<file path="config.mk">
export PLATFORM = sky130hd
export DESIGN_NAME = line_literal_substring_matcher_unit
export DESIGN_NICKNAME = d
export VERILOG_FILES = /design/src/rtl/llsm_pkg.sv /design/src/rtl/llsm_cell.sv /design/src/rtl/llsm_rsp_buf.sv /design/src/rtl/line_literal_substring_matcher_unit.sv
export SDC_FILE = /design/constraint.sdc
export NUM_CORES = 2
export LEC_CHECK = 0
export BUFFER_PORTS_ARGS = -buffer_cell sky130_fd_sc_hd__clkbuf_2
export CAP_MARGIN = 10
export CELL_PAD_IN_SITES_DETAIL_PLACEMENT = 1
export CELL_PAD_IN_SITES_GLOBAL_PLACEMENT = 1
export CORE_ASPECT_RATIO = 0.6
export CORE_MARGIN = 1.5
export CORE_UTILIZATION = 45
export CTS_BUF_LIST = sky130_fd_sc_hd__clkbuf_8
export DETAILED_ROUTE_END_ITERATION = 10
export GPL_TIMING_DRIVEN = 0
export PLACE_DENSITY = 0.71
export SYNTH_ARGS = -nofsm -noshare
export SYNTH_HDL_FRONTEND = slang
export SYNTH_SLANG_ARGS = --single-unit
</file>
<file path="constraint.sdc">
create_clock -name clk -period 10.35 [get_ports clk]
set_input_delay 1.035 -clock clk [delete_from_list [all_inputs] [get_ports clk]]
set_output_delay 1.035 -clock clk [all_outputs]
set_load 0.05 [all_outputs]
</file>
<file path="src/rtl/llsm_pkg.sv">
// Shared types, register indexes and helpers for the line literal matcher.
// No dependencies; used by every module of the block.
`default_nettype none
package llsm_pkg;

  localparam int unsigned CNT_W       = 32;
  localparam int unsigned CFG_IDX_W   = 3;
  localparam int unsigned CFG_DATA_W  = 64;
  localparam int unsigned PAT_LEN_W   = 6;
  localparam int unsigned PAT_BYTES   = 32;
  localparam int unsigned PAT_IDX_W   = 5;

  localparam logic [7:0] NEWLINE_BYTE = 8'h0A;
  localparam logic [CNT_W-1:0] CNT_SAT = {CNT_W{1'b1}};

  localparam logic [CFG_IDX_W-1:0] REG_PATTERN_WORD_0 = 3'd0;
  localparam logic [CFG_IDX_W-1:0] REG_PATTERN_WORD_1 = 3'd1;
  localparam logic [CFG_IDX_W-1:0] REG_PATTERN_WORD_2 = 3'd2;
  localparam logic [CFG_IDX_W-1:0] REG_PATTERN_WORD_3 = 3'd3;
  localparam logic [CFG_IDX_W-1:0] REG_PATTERN_LENGTH = 3'd4;

  typedef struct packed {
    logic [7:0] data_byte;
    logic       is_last;
  } req_t;

  typedef struct packed {
    logic [CNT_W-1:0] line_number;
    logic [CNT_W-1:0] line_offset;
    logic [CNT_W-1:0] line_length;
  } rsp_t;

  // shift: a non-newline byte enters the window; clear: the line ends
  typedef struct packed {
    logic shift;
    logic clear;
  } cell_ctrl_t;

  function automatic logic [CNT_W-1:0] sat_inc(input logic [CNT_W-1:0] v);
    sat_inc = (v == CNT_SAT) ? CNT_SAT : v + CNT_W'(1);
  endfunction

endpackage
`default_nettype wire

</file>
<file path="src/rtl/llsm_cell.sv">
// One window cell: holds a recent byte of the line and its in-line flag.
// Depends on llsm_pkg.
`default_nettype none
module llsm_cell (
  input  wire logic                  clk,
  input  wire logic                  rst,
  input  wire llsm_pkg::cell_ctrl_t  ctrl,
  input  wire logic [7:0]            byte_in,
  input  wire logic                  valid_in,
  input  wire logic [7:0]            ref_byte,
  input  wire logic                  active,
  output logic [7:0]                 byte_out,
  output logic                       valid_out,
  output logic                       match
);

  always_ff @(posedge clk) begin
    if (rst) begin
      valid_out <= 1'b0;
    end else if (ctrl.clear) begin
      valid_out <= 1'b0;
    end else if (ctrl.shift) begin
      valid_out <= valid_in;
    end
  end

  always_ff @(posedge clk) begin
    if (ctrl.shift) begin
      byte_out <= byte_in;
    end
  end

  // compare against the byte about to land here
  assign match = !active || (valid_in && (byte_in == ref_byte));

endmodule
`default_nettype wire

</file>
<file path="src/rtl/llsm_rsp_buf.sv">
// Two-entry result buffer between the matcher and the result channel.
// Depends on llsm_pkg.
`default_nettype none
module llsm_rsp_buf (
  input  wire logic           clk,
  input  wire logic           rst,
  input  wire logic           push,
  input  wire llsm_pkg::rsp_t push_data,
  output logic                full,
  output logic                rsp_valid,
  input  wire logic           rsp_stall,
  output llsm_pkg::rsp_t      rsp_data
);

  llsm_pkg::rsp_t entries [2];
  logic       wptr;
  logic       rptr;
  logic [1:0] count;
  logic       pop;

  assign pop       = rsp_valid && !rsp_stall;
  assign rsp_valid = (count != 2'd0);
  assign full      = (count == 2'd2);
  assign rsp_data  = entries[rptr];

  always_ff @(posedge clk) begin
    if (rst) begin
      wptr  <= 1'b0;
      rptr  <= 1'b0;
      count <= 2'd0;
    end else begin
      if (push) begin
        wptr <= !wptr;
      end
      if (pop) begin
        rptr <= !rptr;
      end
      unique case ({push, pop})
        2'b10:   count <= count + 2'd1;
        2'b01:   count <= count - 2'd1;
        default: count <= count;
      endcase
    end
  end

  always_ff @(posedge clk) begin
    if (push) begin
      entries[wptr] <= push_data;
    end
  end

endmodule
`default_nettype wire

</file>
<file path="src/rtl/line_literal_substring_matcher_unit.sv">
// Line literal matcher top level: pattern registers, cell chain, line counters.
// Depends on llsm_pkg, llsm_cell and llsm_rsp_buf.
// Throughput: one byte per cycle while the two-entry result buffer is not full; a
// matching line's result is pushed there when its ending byte (newline or last byte)
// is accepted. A config write holds off requests in the next cycle, while the aligned pattern loads.
// Reset (rst, synchronous) clears pattern to zero, length to one, all line state.
`default_nettype none
module line_literal_substring_matcher_unit #(
  parameter int unsigned PATTERN_MAX_BYTES = 32
) (
  input  wire logic                               clk,
  input  wire logic                               rst,
  input  wire logic                               req_valid,
  output logic                                    req_stall,
  input  wire llsm_pkg::req_t                     req_data,
  output logic                                    rsp_valid,
  input  wire logic                               rsp_stall,
  output llsm_pkg::rsp_t                          rsp_data,
  input  wire logic                               cfg_valid,
  output logic                                    cfg_ready,
  input  wire logic [llsm_pkg::CFG_IDX_W-1:0]     cfg_index,
  input  wire logic [llsm_pkg::CFG_DATA_W-1:0]    cfg_data
);

  localparam int unsigned N = PATTERN_MAX_BYTES;

  // ---------------------------------------------------------------------------
  // Configuration registers
  // ---------------------------------------------------------------------------
  logic [7:0]                     pattern [llsm_pkg::PAT_BYTES];
  logic [llsm_pkg::PAT_LEN_W-1:0] pattern_length;
  logic                           cfg_settle;
  logic                           cfg_write;

  assign cfg_ready = 1'b1;
  assign cfg_write = cfg_valid && cfg_ready;

  always_ff @(posedge clk) begin
    if (rst) begin
      for (int w = 0; w < llsm_pkg::PAT_BYTES; w++) begin
        pattern[w] <= 8'h00;
      end
      pattern_length <= llsm_pkg::PAT_LEN_W'(1);
      cfg_settle     <= 1'b0;
    end else begin
      cfg_settle <= cfg_write;
      if (cfg_write) begin
        unique case (cfg_index)
          llsm_pkg::REG_PATTERN_WORD_0,
          llsm_pkg::REG_PATTERN_WORD_1,
          llsm_pkg::REG_PATTERN_WORD_2,
          llsm_pkg::REG_PATTERN_WORD_3: begin
            for (int k = 0; k < 8; k++) begin
              pattern[{cfg_index[1:0], 3'(k)}] <= cfg_data[8*k +: 8];
            end
          end
          llsm_pkg::REG_PATTERN_LENGTH: begin
            pattern_length <= cfg_data[llsm_pkg::PAT_LEN_W-1:0];
          end
          default: begin
            // indexes past the register list are ignored
          end
        endcase
      end
    end
  end

  // Length in use: zero acts as one, anything above the cell count as the count.
  logic [llsm_pkg::PAT_LEN_W-1:0] used_len;

  always_comb begin
    if (pattern_length == '0) begin
      used_len = llsm_pkg::PAT_LEN_W'(1);
    end else if (pattern_length > llsm_pkg::PAT_LEN_W'(N)) begin
      used_len = llsm_pkg::PAT_LEN_W'(N);
    end else begin
      used_len = pattern_length;
    end
  end

  // Cell i compares against the pattern byte at used_len-1-i, so the newest byte
  // lines up with the pattern's last byte. Registered from the pattern and length registers.
  logic [7:0] aligned      [N];
  logic [7:0] aligned_next [N];
  logic [N-1:0] active;
  logic [N-1:0] active_next;

  always_comb begin
    logic [llsm_pkg::PAT_LEN_W-1:0] k;
    for (int i = 0; i < N; i++) begin
      k = used_len - llsm_pkg::PAT_LEN_W'(i) - llsm_pkg::PAT_LEN_W'(1);
      active_next[i]  = llsm_pkg::PAT_LEN_W'(i) < used_len;
      aligned_next[i] = active_next[i] ? pattern[k[llsm_pkg::PAT_IDX_W-1:0]] : 8'h00;
    end
  end

  always_ff @(posedge clk) begin
    if (rst) begin
      active <= N'(1);
      for (int i = 0; i < N; i++) begin
        aligned[i] <= 8'h00;
      end
    end else begin
      active <= active_next;
      for (int i = 0; i < N; i++) begin
        aligned[i] <= aligned_next[i];
      end
    end
  end

  // ---------------------------------------------------------------------------
  // Request side
  // ---------------------------------------------------------------------------
  logic buf_full;
  logic accept;
  logic is_nl;
  logic line_end;

  assign req_stall = cfg_settle || buf_full;
  assign accept    = req_valid && !req_stall;
  assign is_nl     = (req_data.data_byte == llsm_pkg::NEWLINE_BYTE);
  assign line_end  = is_nl || req_data.is_last;

  // ---------------------------------------------------------------------------
  // Cell chain: bytes and in-line flags march one cell per accepted byte.
  // A newline or the file's last byte empties the window.
  // ---------------------------------------------------------------------------
  llsm_pkg::cell_ctrl_t cell_ctrl;
  logic [7:0]   chain_byte  [N];
  logic [N-1:0] chain_valid;
  logic [N-1:0] cell_match;

  assign cell_ctrl.shift = accept && !line_end;
  assign cell_ctrl.clear = accept && line_end;

  for (genvar i = 0; i < N; i++) begin : g_cell
    logic [7:0] byte_in;
    logic       valid_in;
    if (i == 0) begin : g_head
      assign byte_in  = req_data.data_byte;
      assign valid_in = 1'b1;
    end else begin : g_body
      assign byte_in  = chain_byte[i-1];
      assign valid_in = chain_valid[i-1];
    end
    llsm_cell u_cell (
      .clk       (clk),
      .rst       (rst),
      .ctrl      (cell_ctrl),
      .byte_in   (byte_in),
      .valid_in  (valid_in),
      .ref_byte  (aligned[i]),
      .active    (active[i]),
      .byte_out  (chain_byte[i]),
      .valid_out (chain_valid[i]),
      .match     (cell_match[i])
    );
  end

  // Window after this byte matches; a newline never joins a match.
  logic hit_now;
  assign hit_now = !is_nl && (&cell_match);

  // ---------------------------------------------------------------------------
  // Line counters (all saturating)
  // ---------------------------------------------------------------------------
  logic                       line_hit;
  logic [llsm_pkg::CNT_W-1:0] bytes_in_line;
  logic [llsm_pkg::CNT_W-1:0] line_count;
  logic [llsm_pkg::CNT_W-1:0] line_start;
  logic [llsm_pkg::CNT_W-1:0] file_position;
  logic                       line_hit_next;
  logic [llsm_pkg::CNT_W-1:0] bytes_in_line_next;
  logic [llsm_pkg::CNT_W-1:0] file_position_next;
  logic                       emit;
  llsm_pkg::rsp_t             emit_data;

  assign line_hit_next      = line_hit || hit_now;
  assign bytes_in_line_next = is_nl ? bytes_in_line : llsm_pkg::sat_inc(bytes_in_line);
  assign file_position_next = llsm_pkg::sat_inc(file_position);

  assign emit                  = accept && line_end && line_hit_next;
  assign emit_data.line_number = line_count;
  assign emit_data.line_offset = line_start;
  assign emit_data.line_length = bytes_in_line_next;

  always_ff @(posedge clk) begin
    if (rst) begin
      line_hit      <= 1'b0;
      bytes_in_line <= '0;
      line_count    <= llsm_pkg::CNT_W'(1);
      line_start    <= '0;
      file_position <= '0;
    end else if (accept) begin
      if (req_data.is_last) begin
        // end of file: fresh state for the next one
        line_hit      <= 1'b0;
        bytes_in_line <= '0;
        line_count    <= llsm_pkg::CNT_W'(1);
        line_start    <= '0;
        file_position <= '0;
      end else if (is_nl) begin
        line_hit      <= 1'b0;
        bytes_in_line <= '0;
        line_count    <= llsm_pkg::sat_inc(line_count);
        line_start    <= file_position_next;
        file_position <= file_position_next;
      end else begin
        line_hit      <= line_hit_next;
        bytes_in_line <= bytes_in_line_next;
        file_position <= file_position_next;
      end
    end
  end

  // ---------------------------------------------------------------------------
  // Result buffer: keeps taking bytes while one result waits downstream.
  // ---------------------------------------------------------------------------
  llsm_rsp_buf u_rsp_buf (
    .clk       (clk),
    .rst       (rst),
    .push      (emit),
    .push_data (emit_data),
    .full      (buf_full),
    .rsp_valid (rsp_valid),
    .rsp_stall (rsp_stall),
    .rsp_data  (rsp_data)
  );

  // ---------------------------------------------------------------------------
  // Assertions
  // ---------------------------------------------------------------------------
  // no result is produced into a full buffer
  a_no_overflow: assert property (@(posedge clk) disable iff (rst)
    emit |-> !buf_full)
    else $error("result pushed into full buffer");

  // end of file returns counters to their start values
  a_file_clear: assert property (@(posedge clk) disable iff (rst)
    (accept && req_data.is_last) |=> (line_count == llsm_pkg::CNT_W'(1) &&
      file_position == '0 && bytes_in_line == '0 && !line_hit))
    else $error("state not cleared after last byte");

  // request held off in the cycle after a config write
  a_cfg_settle: assert property (@(posedge clk) disable iff (rst)
    cfg_write |=> req_stall)
    else $error("request accepted while pattern reloads");

  // a reported line always holds at least one byte
  a_len_nonzero: assert property (@(posedge clk) disable iff (rst)
    rsp_valid |-> (rsp_data.line_length != '0))
    else $error("empty line reported as a match");

endmodule
`default_nettype wire

</file>
Word-level counts from Yosys, hierarchy flattened
Memory sizes are Yosys's and may differ from the RTL's. A register that Yosys moved wholly into a read port is not among the register bits. Index checks and enable logic that the tools add are counted. Widths: inputs -> output; s select.

Output and inout bits: 99. Input bits: 81. Memories kept: 3. Bits in writable memories: 704. Logic and storage cells: 494. Bits in registers: 451.

Memory list: aligned (words 32, bits a word 8, rd ports 32, clocked after Yosys merged registers in 0, write ports 32, RTL line line_literal_substring_matcher_unit.sv:83) `logic [7:0] aligned [N];`; pattern (words 32, bits a word 8, rd ports 32, clocked after Yosys merged registers in 0, write ports 32, RTL line line_literal_substring_matcher_unit.sv:30) `logic [7:0] pattern [llsm_pkg::PAT_BYTES];`; u_rsp_buf.entries (words 2, bits a word 96, rd ports 1, clocked after Yosys merged registers in 1, write ports 1, RTL line llsm_rsp_buf.sv:15) `llsm_pkg::rsp_t entries [2];`.

Add/sub/neg operators: 67. Bitwise logic cells: 32. Reductions and logical operators: 128. Eq/ne operators: 43. Multiplexer cells: 115. $lt $le $gt $ge: 33.

Operator list (count): $mux 8 (72); $mux 32 (11); $eq 8x8->1 (32); $sub 5x1->5 const B (32); $add 32x1->32 const B (3); $eq 32x32->1 const B (3); $lt 5x6->1 const A (16); $sub 5x5->5 const B (16); $reduce_or 8->1 (8); $lt 4x6->1 const A (8); $mux 5 (8); $sub 5x4->5 const B (8); $logic_not 1->1 (38); $logic_and 1x1->1 (37); $logic_or 1x1->1 (35); $or 1x1->1 (32); $reduce_and 32->1 (1); $lt 3x6->1 const A (4); $mux 1 (21); $sub 5x3->5 const B (4); $lt 1x6->1 const A (2); $lt 2x6->1 const A (2); $mux 6 (2); $sub 5x2->5 const B (2); 16 further kinds (21).

Logic depth before layout (Yosys ltp)
An unclocked memory read counts as a cell.

Depth after elaboration: 10. Mapped depth: 17.

Modules after synthesis
Synthesis repeated with hierarchy kept, for this count alone.

Cell total of the unflattened synthesis: 4933. Area total of the unflattened synthesis: 59004.1 µm².

Modules (own cells, without submodules): line_literal_substring_matcher_unit (cells each 3873, times used 1, area an instance 39922.0 µm²); llsm_cell (cells each 23, times used 32, area an instance 372.9 µm²); llsm_rsp_buf (cells each 324, times used 1, area an instance 7150.6 µm²).

Worst setup path after synthesis
No wires, ideal clock.

Path type: in2reg. From: input req_data[5] (netlist bit). To: memory u_rsp_buf.entries[1][0] (netlist bit) (enable). Setup slack: 0.235 ns. Cell stages on the path: 6. Arrival: 9.426 ns. Cell sequence: or4_1 > nor2_1 > o21ai_0 > clkbuf_1 > clkbuf_1 > nor3b_1.

Cells in the longest elaborated chain, start to end: 8. Elaborated cells on any way between the ends: 12. Classes of those cells: eq/ne (2); mux (2); reduce/logical (8).

RTL lines: start, declared (RTL line line_literal_substring_matcher_unit.sv:15) `input wire llsm_pkg::req_t req_data,`; $eq 8x8->1 (RTL line llsm_cell.sv:34) `assign match = !active || (valid_in && (byte_in == ref_byte));`; $logic_or 1x1->1 (RTL line llsm_cell.sv:34); $reduce_and 32->1 (RTL line line_literal_substring_matcher_unit.sv:162) `assign hit_now = !is_nl && (&cell_match);`; $logic_and 1x1->1 (RTL line line_literal_substring_matcher_unit.sv:162); $logic_or 1x1->1 (RTL line line_literal_substring_matcher_unit.sv:178) `assign line_hit_next = line_hit || hit_now;`; $logic_and 1x1->1 * (RTL line line_literal_substring_matcher_unit.sv:182) `assign emit = accept && line_end && line_hit_next;`; $mux 1 * (RTL line llsm_rsp_buf.sv:47) `if (push) begin`; $mux 1 (implied by the code) * (RTL line llsm_rsp_buf.sv:48) `entries[wptr] <= push_data;`; end, declared (RTL line llsm_rsp_buf.sv:15).

Mark *: on every way between the ends. The rest lies on a longest branch, timed or not.

==> impl_metrics.json <==
{
  "status": "finished with violations",
  "violations": "capacitance limit, slew limit",
  "finalMaxSlewViolations": 3,
  "fin_skew_ns": 0.04094,
  "peakVddDrop_mv": 0.1239,
  "grt_usage_pct": 43.83,
  "ys_types": 70,
  "worstPathArrival_ns": 8.52,
  "grt_pass1_vias": 45300,
  "synthArstFlopShare_pct": 0,
  "placementRows": 103,
  "avgRoutedWirePerCell_um": 40.78,
  "post-place-ws_ns": 3.471,
  "power.leakage_nw": 27.12,
  "setup_ws_ns": 2.591,
  "yosysWarnings": 0,
  "tightestPinTransition_ns": 1.512,
  "worstPathBufferInverterCount": 6,
  "synth_flop_cell": "edfxtp_1",
  "critPathSlowestCell": "xor2_1",
  "ys_seq_area_share_pct": 50.20,
  "die_w_um": 474.3,
  "die_h_um": 285.8,
  "initialDrtViolationCount": 8109,
  "overflow": 0,
  "hold_viol": 0,
  "drt_first_pass_iters": 6,
  "start_util_pct": 45.49,
  "period_needed_ns": 7.759,
  "ys_top_cells_by_area": "edfxtp_1 35%, dfxtp_1 15%, mux2i_1 14%",
  "insertion_delay_ns": 0.96,
  "setup_viol": 0,
  "drive_above_1_share_pct": 16.98,
  "final_util_pct": 51.13,
  "syn_nets": 5144,
  "synth_top_area_share_pct": 34.85,
  "maxCapViolCount": 4,
  "critPathKind": "flip-flop to flip-flop",
  "post_synth_inst_count": 5046,
  "relSlewSlack_pct": -3.710,
  "fp.coreArea_sq_um": 131800,
  "vias": 48730,
  "clockRootBuffer": "clkbuf_8",
  "clockBufferDepth": 3,
  "fill_cells": 13920,
  "synth_commonest_cells": "840 x mux2i_1, 696 x edfxtp_1, 654 x nand2_1",
  "postCtsSetupRepairBufs": 0,
  "htree_levels": 4,
  "path_clk_slew_ns": 0.07,
  "cts_tree": "done",
  "crit_path_max_incr_delay_ns": 1.15,
  "syn2layout_area_growth_pct": 12.39,
  "portBuffers": 178,
  "ctsResizeCount": 0,
  "grt_max_degree": 66,
  "synth.cell_area_sq_um": 59980,
  "viasPerCell": 6.584,
  "syn_avg_cell_area_sq_um": 11.89,
  "cpMostUsedCell": "buf_2",
  "antenna_found_initial": 51,
  "max_clock_freq_mhz": 128.9,
  "ant_nets": 0,
  "period_share_pct": 74.97,
  "cp-end-kind": "flip-flop",
  "critPathTopFamily": "buffers and inverters",
  "grt_pass1_wl_um": 397500,
  "drc": 0,
  "rsz0062_at_grt": "false",
  "drt-total-wl_um": 301800,
  "io-pin-count": 180,
  "cts-hold-fix-buffers": 0,
  "p_per_area_nw_per_um2": 158.1,
  "fin_nets": 5558,
  "min_path_type": "input pin to flip-flop",
  "critPathLaunchType": "flip-flop",
  "fp.dieArea_sq_um": 135500,
  "path_max_fanout": 14,
  "synth_edf_count": 696,
  "setup_tns_ns": 0,
  "worst_ep_required_time_ns": 11.12,
  "ys_ff_latch": 1156,
  "cts.sinks": 1156,
  "hpwl_um": 249100,
  "cts_buffers": 168,
  "path_cells": "buf_2, nand2b_1, buf_2, buf_2, buf_2, ha_1, clkbuf_1, xnor2_2, xor2_1, buf_2, mux4_2, mux2i_1, mux2i_1, a32o_1",
  "gp_congestion": 1.142,
  "yosysMostFrequentCell": "mux2i_1",
  "yosysTopAreaCell": "edfxtp_1"
}
## area by class of cell
type	instances	area [sq um]	area share (%)
clock inverter	131	737.0	1.093
tap	1785	2233	3.313
timing repair buffer	244	1788	2.653
inverter	58	220.2	0.3267
sequential	1156	30110	44.67
buffer	302	1423	2.111
multi-input combinational	3530	28330	42.04
clock buffer	184	2532	3.757
antenna	11	27.53	0.04084
## worst paths after layout
check | startpoint | end | slack (ns) | cells after the start
worst max-delay path | pattern_length[5] | aligned[0][8] | 2.59 | 14
worst min-delay path | req_data[8] | g_cell[0].u_cell.byte_out[7] | 0.34 | 1
worst max register to register | pattern_length[5] | aligned[0][8] | 2.59 | 14
worst min register to register | line_start[7] | u_rsp_buf.entries[1][39] | 0.45 | 0
## registers in the layout, indices dropped and copies added, names as in the netlist, 31 cells and up, named ones only
signal / cells
pattern: 256
aligned: 256
g_cell.u_cell.valid_out: 31
u_rsp_buf.entries: 192
line_start: 32
g_cell.u_cell.byte_out: 248
active: 32
line_count: 32
file_position: 32
bytes_in_line: 32
## metal layers
metal	GRT usage [%]	up-vias	wire (um)
met5	1.250	-	1163
met3	31.57	411	60120
met1	64.83	25290	132700
li1	-	19420	-
met2	49.05	3571	101700
met4	8.867	38	6134
## layout by cell type (no fill, tap or decap), types with 21 or more instances in the layout
| cell | n |
|---|---|
| clkbuf_1 | 169 |
| buf_4 | 46 |
| nor4_1 | 23 |
| a21o_1 | 22 |
| xor2_1 | 101 |
| a22oi_1 | 24 |
| clkbuf_8 | 187 |
| inv_1 | 125 |
| edfxtp_1 | 696 |
| buf_1 | 26 |
| nand2_1 | 654 |
| buf_6 | 44 |
| dfxtp_1 | 460 |
| clkinv_1 | 30 |
| and3_1 | 22 |
| mux2i_1 | 833 |
| xnor2_1 | 227 |
| nand4_1 | 59 |
| o31ai_1 | 21 |
| clkbuf_2 | 179 |
| buf_2 | 58 |
| o21ai_0 | 90 |
| mux2_2 | 98 |
| mux4_2 | 243 |
| nor3_1 | 37 |
| nor2_1 | 162 |
| and2_1 | 265 |
| a21oi_1 | 348 |
| nand3_1 | 84 |
## where the power goes
| group | internal [mW] | switching (mW) | total [mW] |
|---|---|---|---|
| clock network | 1.74 | 1.96 | 3.70 |
| logic | 0.504 | 1.21 | 1.71 |
| registers | 5.00 | 0.243 | 5.25 |
## stage by stage
stage               instance area, sq um  total power, mW  hold slack, ns  instances
detailed placement                 63860            6.863          0.4382       7054
global route                       67380            10.81          0.3428       7391
CTS                                67130            10.47          0.2948       7369
floorplan                          59980            6.009          0.4237       5046
finish                             67400            10.66          0.3448       7401
global placement                   63100            6.841          0.4360       7009
## logic make-up after synthesis
kind of cell | Yosys count | synth area share [%]
multiplexers | 1181 | 24.98
XOR/XNOR | 335 | 4.953
AO/OA/AOI/OAI | 625 | 5.964
adder cells (fa/ha/maj) | 17 | 0.3546
other | 1 | 0.006253
flip-flops | 1156 | 50.20
buffers and inverters | 360 | 2.731
AND/OR/NAND/NOR | 1371 | 10.80
Power figures use the tool's default switching activity.
